===== config.mk =====
export PLATFORM = sky130hd
export DESIGN_NAME = adc_to_ascii_frame_builder
export DESIGN_NICKNAME = d
export VERILOG_FILES = /design/src/rtl/core/aafb_pkg.sv /design/src/rtl/core/adc_to_ascii_frame_builder.sv /design/src/rtl/core/aafb_conv.sv /design/src/rtl/core/aafb_ser.sv
export SDC_FILE = /design/constraint.sdc
export NUM_CORES = 1
export LEC_CHECK = 0
export ABC_AREA = 0
export BUFFER_PORTS_ARGS = -buffer_cell sky130_fd_sc_hd__buf_2
export CORE_UTILIZATION = 26
export DETAILED_ROUTE_END_ITERATION = 6
export SLEW_MARGIN = 20
export SYNTH_ARGS = -nofsm -noshare
export SYNTH_HDL_FRONTEND = slang
export SYNTH_SLANG_ARGS = --single-unit

===== constraint.sdc =====
create_clock -name aclk -period 8.36 [get_ports aclk]
set_clock_uncertainty 0.15 [all_clocks]
set_input_delay 1.672 -clock aclk [delete_from_list [all_inputs] [get_ports aclk]]
set_output_delay 1.672 -clock aclk [all_outputs]
set_load 0.05 [all_outputs]

===== src/rtl/core/aafb_pkg.sv =====
// Shared constants, types and frame byte lookup for the ADC to ASCII frame builder.
// No dependencies; every other file of the block refers to it by scoped names.
package aafb_pkg;

    localparam int SAMPLE_W = 12;
    localparam int S_TDATA_W = 16;
    localparam int BYTE_W = 8;
    localparam int FRAME_LEN = 8;
    localparam int IDX_W = $clog2(FRAME_LEN);
    localparam int SCALED_W = 21;
    localparam int POS_W = 11;
    localparam int REM_W = 10;
    localparam int REM2_W = 7;
    localparam int DIGIT_W = 4;

    localparam logic [SCALED_W:0] RECIP_1250 = 22'd3435974;
    localparam int RECIP_SHIFT = 32;
    localparam logic [POS_W-1:0] POS_OFFSET = 11'd263;
    localparam logic [POS_W-1:0] THOUSAND = 11'd1000;
    localparam logic [12:0] RECIP_100 = 13'd5243;
    localparam int RECIP_100_SHIFT = 19;
    localparam logic [6:0] RECIP_10 = 7'd103;
    localparam int RECIP_10_SHIFT = 10;

    localparam logic [BYTE_W-1:0] BYTE_STX = 8'h02;
    localparam logic [BYTE_W-1:0] BYTE_DOT = 8'h2E;
    localparam logic [BYTE_W-1:0] BYTE_CR = 8'h0D;
    localparam logic [BYTE_W-1:0] BYTE_ETX = 8'h03;
    localparam logic [3:0] ASCII_DIGIT_HI = 4'h3;

    localparam logic [IDX_W-1:0] IDX_STX = 3'd0;
    localparam logic [IDX_W-1:0] IDX_THOUSANDS = 3'd1;
    localparam logic [IDX_W-1:0] IDX_DOT = 3'd2;
    localparam logic [IDX_W-1:0] IDX_HUNDREDS = 3'd3;
    localparam logic [IDX_W-1:0] IDX_TENS = 3'd4;
    localparam logic [IDX_W-1:0] IDX_ONES = 3'd5;
    localparam logic [IDX_W-1:0] IDX_CR = 3'd6;
    localparam logic [IDX_W-1:0] IDX_ETX = 3'd7;

    typedef struct packed {
        logic               thousands;
        logic [DIGIT_W-1:0] hundreds;
        logic [DIGIT_W-1:0] tens;
        logic [DIGIT_W-1:0] ones;
    } digits_t;

    function automatic logic [BYTE_W-1:0] frame_byte_at(
        input logic [IDX_W-1:0] idx,
        input digits_t          dig
    );
        logic [BYTE_W-1:0] b;
        unique case (idx)
            IDX_STX:       b = BYTE_STX;
            IDX_THOUSANDS: b = {ASCII_DIGIT_HI, 3'b000, dig.thousands};
            IDX_DOT:       b = BYTE_DOT;
            IDX_HUNDREDS:  b = {ASCII_DIGIT_HI, dig.hundreds};
            IDX_TENS:      b = {ASCII_DIGIT_HI, dig.tens};
            IDX_ONES:      b = {ASCII_DIGIT_HI, dig.ones};
            IDX_CR:        b = BYTE_CR;
            IDX_ETX:       b = BYTE_ETX;
            default:       b = BYTE_ETX;
        endcase
        return b;
    endfunction

endpackage


===== src/rtl/core/adc_to_ascii_frame_builder.sv =====
// Top level of the ADC to ASCII frame builder.
// Depends on aafb_pkg, aafb_conv and aafb_ser.
//
// The slave stream takes one 12-bit ADC sample per item in s_tdata[11:0].
// The sample is scaled to a position, (511 * sample) / 1250 + 263, split into
// decimal digits, and sent on the master stream as an eight-item ASCII frame:
// STX, thousands digit, '.', hundreds, tens, ones, CR, ETX. m_tlast marks ETX.
// An accepted sample passes a seven-stage conversion pipeline, a digit
// register and the output byte register before the first byte of its frame.
// The master side moves one byte per cycle while m_tready is high; the
// serializer's byte counter steps through the eight items of a frame and
// takes the next digits as ETX is sent. A new sample may be accepted in any
// cycle in which the pipeline can shift, so several samples can be in flight
// at once. On a receiver stall the output byte holds and the pipeline shifts
// until a sample reaches its last stage, then stalls s_tready. Reset empties
// the pipeline and serializer and clears m_tvalid; no sample in flight survives it.
module adc_to_ascii_frame_builder (
    input  logic                             aclk,
    input  logic                             aresetn,
    input  logic                             s_tvalid,
    output logic                             s_tready,
    input  logic [aafb_pkg::S_TDATA_W-1:0]   s_tdata,   // [11:0] sample, [15:12] zero
    output logic                             m_tvalid,
    input  logic                             m_tready,
    output logic [aafb_pkg::BYTE_W-1:0]      m_tdata,   // [7:0] frame_byte
    output logic                             m_tlast
);

    logic              conv_valid;
    logic              ser_take;
    aafb_pkg::digits_t conv_digits;

    aafb_conv u_conv (
        .aclk       (aclk),
        .aresetn    (aresetn),
        .in_valid   (s_tvalid),
        .in_ready   (s_tready),
        .in_sample  (s_tdata[aafb_pkg::SAMPLE_W-1:0]),
        .out_valid  (conv_valid),
        .out_take   (ser_take),
        .out_digits (conv_digits)
    );

    aafb_ser u_ser (
        .aclk      (aclk),
        .aresetn   (aresetn),
        .in_valid  (conv_valid),
        .in_take   (ser_take),
        .in_digits (conv_digits),
        .m_tvalid  (m_tvalid),
        .m_tready  (m_tready),
        .m_tdata   (m_tdata),
        .m_tlast   (m_tlast)
    );

endmodule


===== src/rtl/core/aafb_conv.sv =====
// Pipeline that scales a sample to a position and splits it into decimal digits.
// Depends on aafb_pkg.
module aafb_conv (
    input  logic                         aclk,
    input  logic                         aresetn,
    input  logic                         in_valid,
    output logic                         in_ready,
    input  logic [aafb_pkg::SAMPLE_W-1:0] in_sample,
    output logic                         out_valid,
    input  logic                         out_take,
    output aafb_pkg::digits_t            out_digits
);

    logic                           en;
    logic [6:0]                     valid_reg;
    logic [aafb_pkg::SAMPLE_W-1:0]  sample_reg;
    logic [aafb_pkg::SCALED_W-1:0]  scaled_reg;
    logic [aafb_pkg::POS_W-1:0]     pos_reg;
    logic                           th4_reg;
    logic [aafb_pkg::REM_W-1:0]     rem4_reg;
    logic                           th5_reg;
    logic [aafb_pkg::DIGIT_W-1:0]   h5_reg;
    logic [aafb_pkg::REM_W-1:0]     rem5_reg;
    logic                           th6_reg;
    logic [aafb_pkg::DIGIT_W-1:0]   h6_reg;
    logic [aafb_pkg::REM2_W-1:0]    rem6_reg;
    aafb_pkg::digits_t              dig_reg;

    logic [aafb_pkg::SCALED_W-1:0]  scaled_next;
    logic [42:0]                    pos_prod;
    logic [aafb_pkg::POS_W-1:0]     pos_next;
    logic                           th4_next;
    logic [aafb_pkg::POS_W-1:0]     pos_less;
    logic [aafb_pkg::REM_W-1:0]     rem4_next;
    logic [22:0]                    h_prod;
    logic [aafb_pkg::REM_W-1:0]     hund;
    logic [aafb_pkg::REM_W-1:0]     rem_diff;
    logic [13:0]                    t_prod;
    logic [aafb_pkg::DIGIT_W-1:0]   t_next;
    logic [aafb_pkg::REM2_W-1:0]    tens_val;
    logic [aafb_pkg::REM2_W-1:0]    ones_diff;
    aafb_pkg::digits_t              dig_next;

    assign en        = !valid_reg[6] || out_take;
    assign in_ready  = en;
    assign out_valid = valid_reg[6];
    assign out_digits = dig_reg;

    assign scaled_next = {sample_reg, 9'b0} - {9'b0, sample_reg};
    assign pos_prod    = 43'(scaled_reg) * 43'(aafb_pkg::RECIP_1250);
    assign pos_next    = pos_prod[42:aafb_pkg::RECIP_SHIFT] + aafb_pkg::POS_OFFSET;
    assign th4_next    = pos_reg >= aafb_pkg::THOUSAND;
    assign pos_less    = pos_reg - aafb_pkg::THOUSAND;
    assign rem4_next   = th4_next ? pos_less[aafb_pkg::REM_W-1:0]
                                  : pos_reg[aafb_pkg::REM_W-1:0];
    assign h_prod      = 23'(rem4_reg) * 23'(aafb_pkg::RECIP_100);
    assign hund        = 10'(h5_reg) * 10'd100;
    assign rem_diff    = rem5_reg - hund;
    assign t_prod      = 14'(rem6_reg) * 14'(aafb_pkg::RECIP_10);
    assign t_next      = t_prod[13:aafb_pkg::RECIP_10_SHIFT];
    assign tens_val    = 7'(t_next) * 7'd10;
    assign ones_diff   = rem6_reg - tens_val;

    always_comb begin
        dig_next.thousands = th6_reg;
        dig_next.hundreds  = h6_reg;
        dig_next.tens      = t_next;
        dig_next.ones      = ones_diff[aafb_pkg::DIGIT_W-1:0];
    end

    always_ff @(posedge aclk) begin
        if (!aresetn) begin
            valid_reg <= '0;
        end else if (en) begin
            valid_reg <= {valid_reg[5:0], in_valid};
        end
    end

    always_ff @(posedge aclk) begin
        if (en) begin
            sample_reg <= in_sample;
            scaled_reg <= scaled_next;
            pos_reg    <= pos_next;
            th4_reg    <= th4_next;
            rem4_reg   <= rem4_next;
            th5_reg    <= th4_reg;
            h5_reg     <= h_prod[22:aafb_pkg::RECIP_100_SHIFT];
            rem5_reg   <= rem4_reg;
            th6_reg    <= th5_reg;
            h6_reg     <= h5_reg;
            rem6_reg   <= rem_diff[aafb_pkg::REM2_W-1:0];
            dig_reg    <= dig_next;
        end
    end

endmodule


===== src/rtl/core/aafb_ser.sv =====
// Frame serializer: turns one set of digits into eight ASCII bytes on a registered stream.
// Depends on aafb_pkg.
module aafb_ser (
    input  logic                       aclk,
    input  logic                       aresetn,
    input  logic                       in_valid,
    output logic                       in_take,
    input  aafb_pkg::digits_t          in_digits,
    output logic                       m_tvalid,
    input  logic                       m_tready,
    output logic [aafb_pkg::BYTE_W-1:0] m_tdata,
    output logic                       m_tlast
);

    logic                           out_adv;
    logic                           at_end;
    logic                           dig_valid_reg;
    logic [aafb_pkg::IDX_W-1:0]     idx_reg;
    aafb_pkg::digits_t              dig_reg;
    logic                           tvalid_reg;
    logic [aafb_pkg::BYTE_W-1:0]    tdata_reg;
    logic                           tlast_reg;

    assign out_adv = !tvalid_reg || m_tready;
    assign at_end  = idx_reg == aafb_pkg::IDX_ETX;
    assign in_take = !dig_valid_reg || (out_adv && at_end);

    assign m_tvalid = tvalid_reg;
    assign m_tdata  = tdata_reg;
    assign m_tlast  = tlast_reg;

    always_ff @(posedge aclk) begin
        if (!aresetn) begin
            dig_valid_reg <= 1'b0;
            idx_reg       <= aafb_pkg::IDX_STX;
            tvalid_reg    <= 1'b0;
        end else begin
            if (out_adv) begin
                tvalid_reg <= dig_valid_reg;
                if (dig_valid_reg) begin
                    idx_reg <= idx_reg + aafb_pkg::IDX_W'(1);
                end
            end
            if (in_take) begin
                dig_valid_reg <= in_valid;
            end
        end
    end

    always_ff @(posedge aclk) begin
        if (out_adv && dig_valid_reg) begin
            tdata_reg <= aafb_pkg::frame_byte_at(idx_reg, dig_reg);
            tlast_reg <= at_end;
        end
        if (in_take) begin
            dig_reg <= in_digits;
        end
    end

endmodule


# Word-level counts from Yosys, hierarchy flattened
# Index checks and enable logic that the tools add are counted.
[totals] out_inout_bits=11 regBits=126 inputBits=20 word_cells=56
[op_classes] n_reduce_logical=10 multipliers=5 mux=2 magnitude_cmp=1 addsub=6 eq_ne=7
[ops] operator="one-hot mux 8 bit (8 select lines)" count=1
[ops] operator="multiplier 21 x 21 -> 42 bit (second input constant)" count=1
[ops] operator="multiplier 10 x 13 -> 23 bit (second input constant)" count=1
[ops] operator="subtractor 21 x 12 -> 21 bit" count=1
[ops] operator="multiplier 7 x 7 -> 14 bit (second input constant)" count=1
[ops] operator="equality test 3 bit (second input constant)" count=4
[ops] operator="adder 11 x 9 -> 11 bit (second input constant)" count=1
[ops] operator="greater-or-equal comparator 11 x 10 -> 1 bit (second input constant)" count=1
[ops] operator="2-to-1 mux 10 bit" count=1
[ops] operator="subtractor 10 bit (second input constant)" count=1
[ops] operator="subtractor 7 bit" count=1
[ops] operator="equality test 3 x 2 -> 1 bit (second input constant)" count=2
[ops] operator="multiplier 4 x 5 -> 5 bit (second input constant)" count=1
[ops] operator="multiplier 4 x 3 -> 3 bit (second input constant)" count=1
[ops] operator="subtractor 4 bit" count=1
[ops] operator="adder 3 x 1 -> 3 bit (second input constant)" count=1
[ops] operator="equality test 3 x 1 -> 1 bit (second input constant)" count=1
[ops] operator="logical NOT 1 bit" count=3
[ops] operator="logical NOT 3 bit" count=1
[ops] operator="logical OR 1 bit" count=3
[ops] operator="logical AND 1 bit" count=2
[ops] operator="AND reduction 2 bit" count=1

# Logic depth before layout (Yosys ltp)
# Gate-level depths: netlist of the first run.
[logic_depth] depth_word=5 mapped_depth=30 depth_no_buf=30

# By module
# From an unflattened synthesis of the first run, not the netlist that was laid out.
[hier_totals] hier_cells=1507 hier_area_um2=16060.4
[modules_own_cells] module="aafb_conv" cells_each=1428 instances=1 seq_area_each_um2=2902.8 area_per_inst_um2=14994.4
[modules_own_cells] module="aafb_ser" cells_each=79 instances=1 seq_area_each_um2=700.7 area_per_inst_um2=1066.0

# Worst setup path before layout of the first run
# Ideal clock, no wire load.
[synth_timing] path_type="register to register" start="register u_conv.scaled_reg[14] (netlist name)" end="register u_conv.pos_reg[10] (netlist name) (data pin)" path_stages_with_launch=28 path_slack_ns=0.731 t_arrival_ns=7.219 setup_ns=0.260 period_less_slack_ns=7.629 t_required_ns=7.950 cell_sequence="edfxtp_1 -> ha_1 -> inv_1 -> fa_1 -> fa_1 -> inv_1 -> fa_1 -> fa_1 -> fa_1 -> inv_1 -> fa_1 -> inv_1 -> ha_1 -> nand2_1 -> o21ai_1 -> a21oi_1 -> or3_1 -> a31oi_1 -> nor2_1 -> xnor2_1 -> inv_1 -> ha_1 -> and2_1 -> a2111o_1 -> o31a_1 -> a21o_1 -> a221o_1 -> xnor2_1"
[synth_via] elab_chain_len=2
[synth_lines] element="start: declaration" line_no="aafb_conv.sv:17" rtl="logic [aafb_pkg::SCALED_W-1:0] scaled_reg;"
[synth_lines] element="start signal: assignment" line_no="aafb_conv.sv:82" rtl="scaled_reg <= scaled_next;"
[synth_lines] element="multiplier 21 x 21 -> 42 bit" line_no="aafb_conv.sv:50" rtl="assign pos_prod = 43'(scaled_reg) * 43'(aafb_pkg::RECIP_1250);"
[synth_lines] element="adder 11 x 9 -> 11 bit" line_no="aafb_conv.sv:51" rtl="assign pos_next = pos_prod[42:aafb_pkg::RECIP_SHIFT] + aafb_pkg::POS_OFFSET;"
[synth_lines] element="net u_conv.pos_next (one bit)" line_no="aafb_conv.sv:31" rtl="logic [aafb_pkg::POS_W-1:0] pos_next;"
[synth_lines] element="end signal: assignment" line_no="aafb_conv.sv:83" rtl="pos_reg <= pos_next;"
[synth_lines] element="end: declaration" line_no="aafb_conv.sv:18" rtl="logic [aafb_pkg::POS_W-1:0] pos_reg;"
# The timed path passes the listed nets, and every way through them passes these cells.
# A chain may end at the register's enable or synchronous reset.

# Final worst setup path of the first run
[layout_timing] start="register u_conv.scaled_reg[4] (netlist name)" end="register u_conv.pos_reg[10] (netlist name) (data pin)"
# The elaborated chain is that of the path after synthesis.

==> impl_metrics.json, run 1 <==
{
  "ys_warn_count": 0,
  "die_area_sq_um": 61100,
  "worst_path_max_delay_cell": "fa_1",
  "start_util_pct": 26.4,
  "most-common-layout-cells": "inv_1 (387), ha_1 (323), fa_1 (195)",
  "synth.distinct_cells": 61,
  "critPathTopFamily": "adder cells",
  "regToRegStartpoint": "u_conv.scaled_reg[4]",
  "globalRouteTotalUtil_pct": 11.2,
  "drt-initial-drc-count": 396,
  "ant_nets": 0,
  "period_share_pct": 96.3,
  "path_class": "reg2reg",
  "clk_latency_ns": 0.46,
  "totalWireLength_um": 32400,
  "globalRouteOverflowTotal": 0,
  "hpwl_um": 28100,
  "path_depth": 28,
  "io_buffers": 24,
  "numCtsBuffers": 17,
  "worst_slew_pin_slew_ns": 0.936,
  "cts_root_buffer": "clkbuf_16",
  "ios": 31,
  "netlist_area_sq_um": 15600,
  "synth_xor_area_share_pct": 4.26,
  "status": "finished, violations left",
  "crit_top_cell": "fa_1",
  "start_kind": "register",
  "critical_path_arrival_ns": 8.09,
  "synth_fa_ha_area_share_pct": 51.1,
  "vias_per_cell": 4.31,
  "largest_reg_flops": 21,
  "cts.sinks": 124,
  "fin_nets": 2052,
  "whs_ns": 0.265,
  "cap_violations": 0,
  "htreeDepth": 4,
  "dr.pass1.iters": 7,
  "regArea_sq_um": 3600,
  "path_buf_inv": 4,
  "drv_slew": 0,
  "synthMuxAreaShare_pct": 0.136,
  "synth_seq_cells": 124,
  "reg2reg_to": "u_conv.pos_reg[10]",
  "period_minus_slack_ns": 8.05,
  "gp_congestion": 0.923,
  "cts_tree": "done",
  "synth_compound_area_share_pct": 6.84,
  "synth_top_family_by_area": "adder cells",
  "yosys_most_used_dff": "edfxtp_1",
  "vias": 9897,
  "tns_ns": 0,
  "die_h_um": 247,
  "hp-class": "reg2reg",
  "synth_cells": 1445,
  "reg2regPathDepth": 28,
  "yosysSeqAreaShare_pct": 23.1,
  "rows": 89,
  "drc_errors": 1,
  "ys_async_sr_fraction_pct": 0,
  "grt_pass1_vias": 10500,
  "clk_pin_slew_ns": 0.06,
  "grt_max_degree": 68,
  "slowest_delay_ns": 0.57,
  "max_slew_margin_pct": 37.6,
  "routedWlPerCell_um": 14.1,
  "synth_edf_count": 112,
  "diodes": 0,
  "critPathMaxFanout": 5,
  "antenna_found_initial": 0,
  "grt_pass1_wl_um": 52800,
  "multi_input_area_sq_um": 10600,
  "rsz0062_at_grt": "false",
  "nFillCells": 6077,
  "violations": "design-rule violations",
  "critPathCaptureType": "register",
  "startpoint": "u_conv.scaled_reg[4]",
  "required_ns": 8.41,
  "synth-simple-area-share_pct": 5.00,
  "clk_path_buf_depth": 2,
  "fmax_ghz": 0.124,
  "core_sq_um": 59200,
  "r2r_slack_ns": 0.31,
  "postSynthAreaPerCell_sq_um": 10.8,
  "final_common_cell": "inv_1",
  "setup_viol": 0,
  "hold_viol": 0,
  "syn2layout_area_growth_pct": 12.3,
  "layout-drive-gt1-share_pct": 7.22,
  "crit_path_end": "u_conv.pos_reg[10]",
  "die_w_um": 247
}
[worst min-delay path by stage]
stage,start,endpoint,cells after the start
finish,u_conv.out_digits[11],u_ser.dig_reg[11],0
global route,u_conv.out_digits[11],u_ser.dig_reg[11],0
CTS,u_conv.out_digits[9],u_ser.dig_reg[9],0
detailed placement,u_conv.out_digits[9],u_ser.dig_reg[9],0
global placement,u_conv.rem5_reg[0],u_conv.rem6_reg[0],0
floorplan,u_conv.h6_reg[2],u_conv.out_digits[10],0
[repair_timing]
item / in CTS / in global routing
setup endpoints to repair: 0 / 2
hold endpoints to repair: 0 / 0
buffers inserted: 0 / 7
hold buffers: 0 / 0
resized for setup: 0 / 10
[per-layer routing]
layer | track usage [%] | part of all wire (%)
met2 | 18.8 | 49
met1 | 14.4 | 46
met3 | 2.37 | 4.0
met4 | 3.41 | 1.5
met5 | 0 | 0
[cell usage after synthesis (all sizes together) (16+ instances only)]
library cell,instances,area share [%]
a21o,22,1.1
a21oi,49,1.6
edfxtp,112,22
fa,195,25
ha,326,26
inv,389,9.3
nand2,53,1.3
nand3,16,0.51
nor2,29,0.70
o21ai,28,0.90
xnor2,50,2.8
xor2,26,1.5
[kinds of logic after synthesis]
family	Yosys count
muxes	2
AOI/OAI and AO/OA	162
xor gates and xnor gates	76
buffers and inverters	398
adders and majority gates	521
DFF	124
other	1
and+or+nand+nor	161
[layout make-up]
type,instances,share of cell area [%]
clock inverters,13,0.670
inverters,389,8.32
clock buffers,19,2.71
well taps,773,5.51
repair buffers,55,2.01
flip-flops and latches,124,20.5
multi-input cells,924,60.2
[stage by stage]
step,util (%),cells,setup slack (ns),instance area [sq um]
global route,29.6,2297,0.00361,17500
CTS,29.5,2290,0.170,17500
floorplan,-,1446,0.731,15600
finish,29.6,2297,0.313,17500
global placement,28.5,2258,0.213,16900
detailed placement,28.5,2258,0.204,16900
Power of run 1 is left out: the tool's default activity adds up to more than one toggle a clock period on the data nets, which glitch-free logic cannot reach.
==> run 2: changes to the inputs <==
==> constraint.sdc (replaced) <==
create_clock -name aclk -period 8.36 [get_ports aclk]
set_clock_uncertainty 0.15 [all_clocks]
set_input_delay 0.418 -clock aclk [delete_from_list [all_inputs] [get_ports aclk]]
set_output_delay 0.418 -clock aclk [all_outputs]
set_load 0.05 [all_outputs]
==> impl_metrics.json, run 2 (synthesis gave the netlist of run 1 again) <==
{
  "status": "finished, violations left",
  "violations": "design-rule violations",
  "fmax_ghz": 0.124,
  "rows": 89,
  "cts_tree": "done",
  "core_sq_um": 59200,
  "vias_per_cell": 4.32,
  "layout-drive-gt1-share_pct": 7.57,
  "die_h_um": 247,
  "grt_pass1_wl_um": 53000,
  "io_buffers": 24,
  "numCtsBuffers": 17,
  "worst_path_max_delay_cell": "fa_1",
  "reg2reg_to": "u_conv.pos_reg[10]",
  "most-common-layout-cells": "inv_1 (385), ha_1 (319), fa_1 (195)",
  "antenna_found_initial": 0,
  "hpwl_um": 27600,
  "reg2regPathDepth": 27,
  "hold_viol": 0,
  "regArea_sq_um": 3600,
  "multi_input_area_sq_um": 10700,
  "nFillCells": 6089,
  "drt-initial-drc-count": 458,
  "path_class": "reg2reg",
  "period_share_pct": 96.3,
  "ios": 31,
  "start_util_pct": 26.4,
  "ant_nets": 0,
  "worst_slack_ns": 0.307,
  "clk_pin_slew_ns": 0.07,
  "critPathMaxFanout": 5,
  "required_ns": 8.40,
  "grt_pass1_vias": 10500,
  "gp_congestion": 0.919,
  "critPathTopFamily": "adder cells",
  "path_buf_inv": 4,
  "syn2layout_area_growth_pct": 13.6,
  "cts.sinks": 124,
  "regToRegStartpoint": "u_conv.scaled_reg[6]",
  "cap_violations": 0,
  "period_minus_slack_ns": 8.05,
  "worst_slew_pin_slew_ns": 0.889,
  "max_slew_margin_pct": 40.7,
  "drv_slew": 0,
  "hold_depth": 3,
  "worstHoldEndpoint": "u_conv.valid_reg[0]",
  "tns_ns": 0,
  "cts_root_buffer": "clkbuf_16",
  "globalRouteOverflowTotal": 0,
  "slowest_delay_ns": 0.56,
  "die_area_sq_um": 61100,
  "clk_latency_ns": 0.45,
  "totalWireLength_um": 32300,
  "drc_errors": 2,
  "start_kind": "register",
  "htreeDepth": 4,
  "diodes": 0,
  "routedWlPerCell_um": 14.0,
  "setup_viol": 0,
  "clk_path_buf_depth": 2,
  "largest_reg_flops": 21,
  "critical_path_arrival_ns": 8.09,
  "r2r_slack_ns": 0.31,
  "hp-class": "in2reg",
  "die_w_um": 247,
  "grt_max_degree": 63,
  "vias": 9958,
  "critPathCaptureType": "register",
  "fin_nets": 2061,
  "dr.pass1.iters": 6,
  "rsz0062_at_grt": "false",
  "dp_slack_ns": 0.139,
  "hp-start": "s_tvalid",
  "crit_top_cell": "fa_1",
  "globalRouteTotalUtil_pct": 11.2,
  "final_common_cell": "inv_1"
}
==> run 2: cell types whose count changed in the layout (fill, tap and decap cells not counted), sizes merged <==
cell | before | now
buf | 55 | 52
bufinv | 0 | 2
clkbuf | 19 | 17
clkinvlp | 0 | 1
dlygate4sd3 | 0 | 12
inv | 398 | 397
==> run 2: final cells by class <==
type,count,area share (%)
clock buffers,17,2.40
clock inverters,15,1.00
inverters,389,8.23
multi-input cells,924,60.1
flip-flops and latches,124,20.3
well taps,773,5.45
repair buffers,64,2.54
==> run 2: routing by layer <==
layer | routed length, um | part of all wire [%] | global-route usage (%)
met3 | 1570 | 4.9 | 2.76
met2 | 15500 | 48 | 18.7
met4 | 564 | 1.7 | 3.32
met1 | 14600 | 45 | 14.3
met5 | 0 | 0 | 0
==> run 2: worst min-delay path, stage by stage <==
cell and delay, ns:
buf_2 0.10, nand2_1 0.05, a21boi_0 0.07
==> run 2: worst max path at each step <==
stage	startpoint	end	slack [ns]	depth (start not counted)
floorplan	u_conv.scaled_reg[14]	u_conv.pos_reg[10]	0.73	27
global placement	u_conv.scaled_reg[1]	u_conv.pos_reg[10]	0.16	27
detailed placement	u_conv.scaled_reg[1]	u_conv.pos_reg[10]	0.14	27
CTS	u_conv.scaled_reg[1]	u_conv.pos_reg[10]	0.10	27
global route	u_conv.scaled_reg[6]	u_conv.pos_reg[10]	0.0009	27
finish	u_conv.scaled_reg[6]	u_conv.pos_reg[10]	0.31	27
==> run 2: repair_timing <==
action / 4_1_cts / 5_1_grt
hold buffers: 12 / 0
setup endpoints to repair: 0 / 2
resized for setup: 0 / 24
buffers inserted: 0 / 13
hold endpoints to repair: 12 / 0
==> run 2: through the flow <==
step	hold slack [ns]	util (%)	area, sq um	cells
floorplan	0.250	-	15600	1446
global placement	0.252	28.4	16800	2249
detailed placement	0.255	28.4	16800	2249
CTS	0.0734	29.6	17500	2293
global route	0.0878	30.0	17700	2306
finish	0.0833	30.0	17700	2306
Power of run 2 is left out for the same reason.
